==> src/design/vqnce_pkg.sv <==
// ----------------------------------------------------------------------------
// vqnce_pkg
// Shared widths, codes, reset values and handshake structs of the encoder.
// ----------------------------------------------------------------------------
package vqnce_pkg;

  // Default sizing of the block.
  localparam int MAX_CODE_BITS_DEF = 8;
  localparam int MAX_DIM_DEF       = 16;
  localparam int SAMPLE_BITS_DEF   = 16;

  // Fixed field widths.
  localparam int OP_W        = 2;
  localparam int CW_W        = 8;
  localparam int CI_W        = 4;
  localparam int STATUS_W    = 2;
  localparam int DIST_W      = 40;
  localparam int CODE_BITS_W = 4;
  localparam int DIM_CFG_W   = 5;

  // Configuration port.
  localparam int APB_AW = 3;
  localparam int APB_DW = 32;

  localparam logic [DIST_W-1:0] DIST_MAX = {DIST_W{1'b1}};

  // Operation codes.
  localparam logic [OP_W-1:0] OP_WRITE   = 2'd0;
  localparam logic [OP_W-1:0] OP_QUANT   = 2'd1;
  localparam logic [OP_W-1:0] OP_DEQUANT = 2'd2;

  // Result status codes.
  localparam logic [STATUS_W-1:0] ST_OK        = 2'd0;
  localparam logic [STATUS_W-1:0] ST_NOT_READY = 2'd1;
  localparam logic [STATUS_W-1:0] ST_RANGE     = 2'd2;

  // Register indexes, taken from the word address.
  localparam logic REG_CODE_BITS = 1'b0;
  localparam logic REG_DIM       = 1'b1;

  // Register reset values.
  localparam logic [CODE_BITS_W-1:0] CODE_BITS_RST = 4'd4;
  localparam logic [DIM_CFG_W-1:0]   DIM_RST       = 5'd8;

  typedef struct packed {
    logic [CODE_BITS_W-1:0] code_bits;
    logic [DIM_CFG_W-1:0]   dim_in_use;
  } cfg_t;

  typedef struct packed {
    logic issue;  // read one accumulator and start its update
    logic zero;   // entry counts as cleared for this vector
  } dist_ctrl_t;

  typedef struct packed {
    logic busy;   // updates still in the accumulator pipeline
  } dist_sts_t;

endpackage

==> src/design/vqnce_cfg.sv <==
// ----------------------------------------------------------------------------
// vqnce_cfg
// APB-style register file holding code_bits and dim_in_use.
// ----------------------------------------------------------------------------
module vqnce_cfg (
  input  logic                          clk,
  input  logic                          rst,
  input  logic                          psel,
  input  logic                          penable,
  input  logic                          pwrite,
  input  logic [vqnce_pkg::APB_AW-1:0]  paddr,
  input  logic [vqnce_pkg::APB_DW-1:0]  pwdata,
  output logic [vqnce_pkg::APB_DW-1:0]  prdata,
  output logic                          pready,
  output vqnce_pkg::cfg_t               cfg
);
  import vqnce_pkg::*;

  logic reg_sel;

  assign pready  = 1'b1;
  assign reg_sel = paddr[APB_AW-1];

  always_ff @(posedge clk) begin
    if (rst) begin
      cfg.code_bits  <= CODE_BITS_RST;
      cfg.dim_in_use <= DIM_RST;
    end else if (psel && penable && pwrite && pready) begin
      unique case (reg_sel)
        REG_CODE_BITS: cfg.code_bits  <= pwdata[CODE_BITS_W-1:0];
        REG_DIM:       cfg.dim_in_use <= pwdata[DIM_CFG_W-1:0];
        default:       cfg.code_bits  <= cfg.code_bits;
      endcase
    end
  end

  always_comb begin
    unique case (reg_sel)
      REG_CODE_BITS: prdata = APB_DW'(cfg.code_bits);
      REG_DIM:       prdata = APB_DW'(cfg.dim_in_use);
      default:       prdata = '0;
    endcase
  end

endmodule

==> config.mk <==
export PLATFORM = sky130hd
export DESIGN_NAME = vqnce_cfg
export DESIGN_NICKNAME = d
export VERILOG_FILES = /design/src/design/vqnce_pkg.sv /design/src/design/vqnce_cfg.sv
export SDC_FILE = /design/constraint.sdc
export NUM_CORES = 1
export LEC_CHECK = 0
export BUFFER_PORTS_ARGS = -buffer_cell sky130_fd_sc_hd__buf_2
export CELL_PAD_IN_SITES_DETAIL_PLACEMENT = 1
export CELL_PAD_IN_SITES_GLOBAL_PLACEMENT = 1
export CORE_AREA = 2 2 62 64
export CTS_CLUSTER_SIZE = 16
export DETAILED_ROUTE_END_ITERATION = 16
export DIE_AREA = 0 0 64 66
export PLACE_DENSITY_LB_ADDON = 0.1
export REMOVE_ABC_BUFFERS = 1
export SETUP_SLACK_MARGIN = 0.5
export SLEW_MARGIN = 0
export SYNTH_ARGS = -nofsm -noshare
export SYNTH_HDL_FRONTEND = slang
export SYNTH_SLANG_ARGS = --single-unit
==> constraint.sdc <==
create_clock -name clk -period 1.1 [get_ports clk]
set_clock_uncertainty 0.2 [all_clocks]
set_input_delay 0 -clock clk [delete_from_list [all_inputs] [get_ports clk]]
set_output_delay 0 -clock clk [all_outputs]
set_load 0.005 [all_outputs]
# Word-level counts from Yosys, hierarchy flattened
# Cells that the tools add are included.
[op_classes]
bitwise_logic = 1
n_mux = 1
reduce_logical = 4
[ops]
columns = ["operator", "n"]
rows = [
  ["$pmux 32 s2", 1],
  ["$reduce_and 2->1", 2],
  ["$logic_and 1x1->1", 2],
  ["$not 1->1", 1],
]
[totals]
wordCells = 8
regBits = 9
input_bits = 40
output_inout_bits = 42

# Logic depth before layout (Yosys ltp)
[logic_depth]
ltp_word = 3
ltp_mapped = 3
ltp_nobuf = 2

# Worst setup path before layout
# Ideal clock, no wire load.
[synth_path]
path_type = "input to register"
from = "input port pwrite"
to = "register cfg[3] (netlist bit)"
required_ns = 0.780
arrival_time_ns = 0.460
setup_ns = 0.120
setup_slack_ns = 0.320
n_path_buf = 1
cell_stages = 3
path_cell_list = "and4_2 -> buf_4 -> mux2i_1"
[synth_between]
elab_chain_cells = 2
[synth_lines]
columns = ["element", "line", "rtl"]
rows = [
  ["start: declaration", "vqnce_cfg.sv:10", "input logic pwrite,"],
  ["$logic_and 1x1->1", "vqnce_cfg.sv:28", "end else if (psel && penable && pwrite && pready) begin"],
  ["$reduce_and 2->1 (no source line)", "n/a", ""],
  ["end: declaration", "vqnce_cfg.sv:15", "output vqnce_pkg::cfg_t cfg"],
]
# No other way between the ends.
# A chain may end at the register's enable or synchronous reset.

# Final worst setup path
[layout_path]
from = "register cfg[3] (netlist bit)"
to = "output port prdata[3] (netlist bit)"
[layout_between]
elab_chain_cells = 1
[layout_lines]
columns = ["element", "line", "rtl"]
rows = [
  ["$pmux 32 s2", "vqnce_cfg.sv:38", "unique case (reg_sel)"],
  ["end: declaration", "vqnce_cfg.sv:13", "output logic [vqnce_pkg::APB_DW-1:0] prdata,"],
]
# No other way between the ends. The select of a mux whose other input is x is not followed.

==> results.cfg <==
[clocking]
clk_pin_slew_worst_paths_ps = 70
clock_sinks = 9
cts.path.max_buffers = 2
cts_tree = done
cts_buffers = 3
cts-root-buf = clkbuf_4
clk_latency_ps = 250
h-tree-depth = 1

[sta]
hold_ws_ps = -200
finalWorstSetupSlack_ps = -58.7
maxSlewViolCount = 0
fin_crit_sh = 1.05
setup_violations = 6
period_minus_slack_ps = 1160
hold_violations = 9
rsz0062_at_grt = yes
timing.fmax_mhz = 863

[global_routing]
grt_pass1_wl_um = 2460
grt_antenna_before_repair = 0
first_global_vias = 546
grt_use_met2 = 0.130
grtUsageMet3 = 0.0221
grt_max_degree = 17
grt_use_total = 0.0752
overflow = 0
busiest_layer = met2
met1_usage = 0.0855

[critical_path]
crit_required_ps = 900
crit_type = reg -> out
worst_setup_path_end_kind = primary output
worst_setup_path_start_kind = register
arrival_ps = 960
critical_path_peak_fanout = 3

[cells_and_area]
largest_reg_flops = 9
drive_gt1_frac = 0.560
fin_nets = 150
n_antenna_cell = 0
final_cell_count_no_fill = 157
fill_cells = 438
syn2layout_area_growth_pct = 48.5
largest-register = cfg
reg.largest.list = cfg (9)

[logic_synthesis]
synth_cell_types = 12
synthSimpleGateAreaFrac = 0.175
synth_xor_area_frac = 0
syn_area_per_cell_sq_um = 9.10
yosysSeqAreaShare = 0.268
synth.area.mux_share = 0.201
syn_area_sq_um = 673
ys_ff_latch = 9
synth_compound_area_frac = 0
synth_top_family_by_area = buffers and inverters
ys_warn_count = 0
synth_fa_ha_area_frac = 0
syn_inst = 74

[power]
powerDensity_nw_per_um2 = 754
peakVddDrop_mv = 0.231
power_uw = 753
power_leakage_uw = 0.000485

[placed_design]
dp_hpwl_um = 1150
gp_congestion = 0.579
dpl.cell_count = 142
io_buffers = 24

[routing]
dr.pass1.iters = 2
ant_nets = 0
drt_iter0_markers = 1
post_drt_wl_per_cell_um = 10.2
via_per_inst = 3.35
routed_wl_um = 1600
vias = 526
drc = 0

[die]
die_w_um = 64
die_y_um = 66
num_rows = 22
core_area_sq_um = 3550
die_area_sq_um = 4220
ios = 82
initial_core_util = 0.190

[worst_hold_path]
min_path_type = in -> reg

[status]
violations = negative hold slack, negative setup slack
status = finished with violations

[run]
cap_violations = 0
cell usage in the layout, fill, tap and decap left out, drive strengths merged:
cell / n
and2: 1
and4: 1
and4b: 1
buf: 36
clkbuf: 4
conb: 28
dfxtp: 9
mux2: 4
mux2i: 9
nand2b: 12
nor2: 4
per-stage QoR:
step | setup WS (ps) | cell area (sq um) | util | setup TNS (ps)
after global placement | 53.6 | 726 | 0.204 | 0
after global routing | -91.5 | 1000 | 0.282 | -422
after CTS | -77.2 | 917 | 0.258 | -295
after floorplan | 304 | 538 | - | 0
after detailed placement | 36.4 | 726 | 0.204 | 0
final | -58.7 | 1000 | 0.282 | -246
path summary, 6_finish.rpt:
check,startpoint,endpoint,slack (ps),cells after the start
max reg2reg,cfg[6],cfg[6],120,4
min,pwdata[4],cfg[4],-200,3
min reg2reg,cfg[3],cfg[3],310,2
max,cfg[3],prdata[3],-60,2
worst max-delay path, cell delays in order (launching register included):
cell and delay (ps):
dfxtp_2 330, mux2_2 250, buf_2 120
routing by layer:
metal  wire length [um]  vias up
met5                  0        -
met4                  0        0
met3                148        0
met2                809       25
met1                642      251
li1                   -      250
cell families after synthesis:
| group | Yosys count |
|---|---|
| other cells | 2 |
| mux | 13 |
| flops | 9 |
| buf+inv | 31 |
| simple gates | 19 |
where the power goes:
part | leakage [uW] | switching [uW] | internal [uW]
sequential | 0.0000754 | 4.90 | 334
combinational | 0.000395 | 72.8 | 83.8
clock | 0.0000150 | 118 | 140
total | 0.000485 | 195 | 558
cell usage after synthesis (all sizes together):
cell	count	share of area
and2	1	0.011
and4	1	0.015
and4b	1	0.015
buf	30	0.34
clkbuf	1	0.0056
conb	2	0.011
dfxtp	9	0.27
mux2	4	0.067
mux2i	9	0.13
nand2b	12	0.11
nor2	4	0.022
layout make-up:
class                   count  area [sq um]  area share
multi-input cells          60           409       0.409
flip-flops and latches      9           191       0.191
well taps                  48          60.1      0.0601
repair buffers             36           313       0.313
clock buffers               4          26.3      0.0263
timing repair:
item / in CTS / in global routing
setup buffers: 9 / 2
resized for setup: 26 / 13
endpoints found under the hold margin: 9 / 9
setup endpoints to repair: 23 / 23
pin swaps: 1 / 1
(Power assumes the default switching activity.)
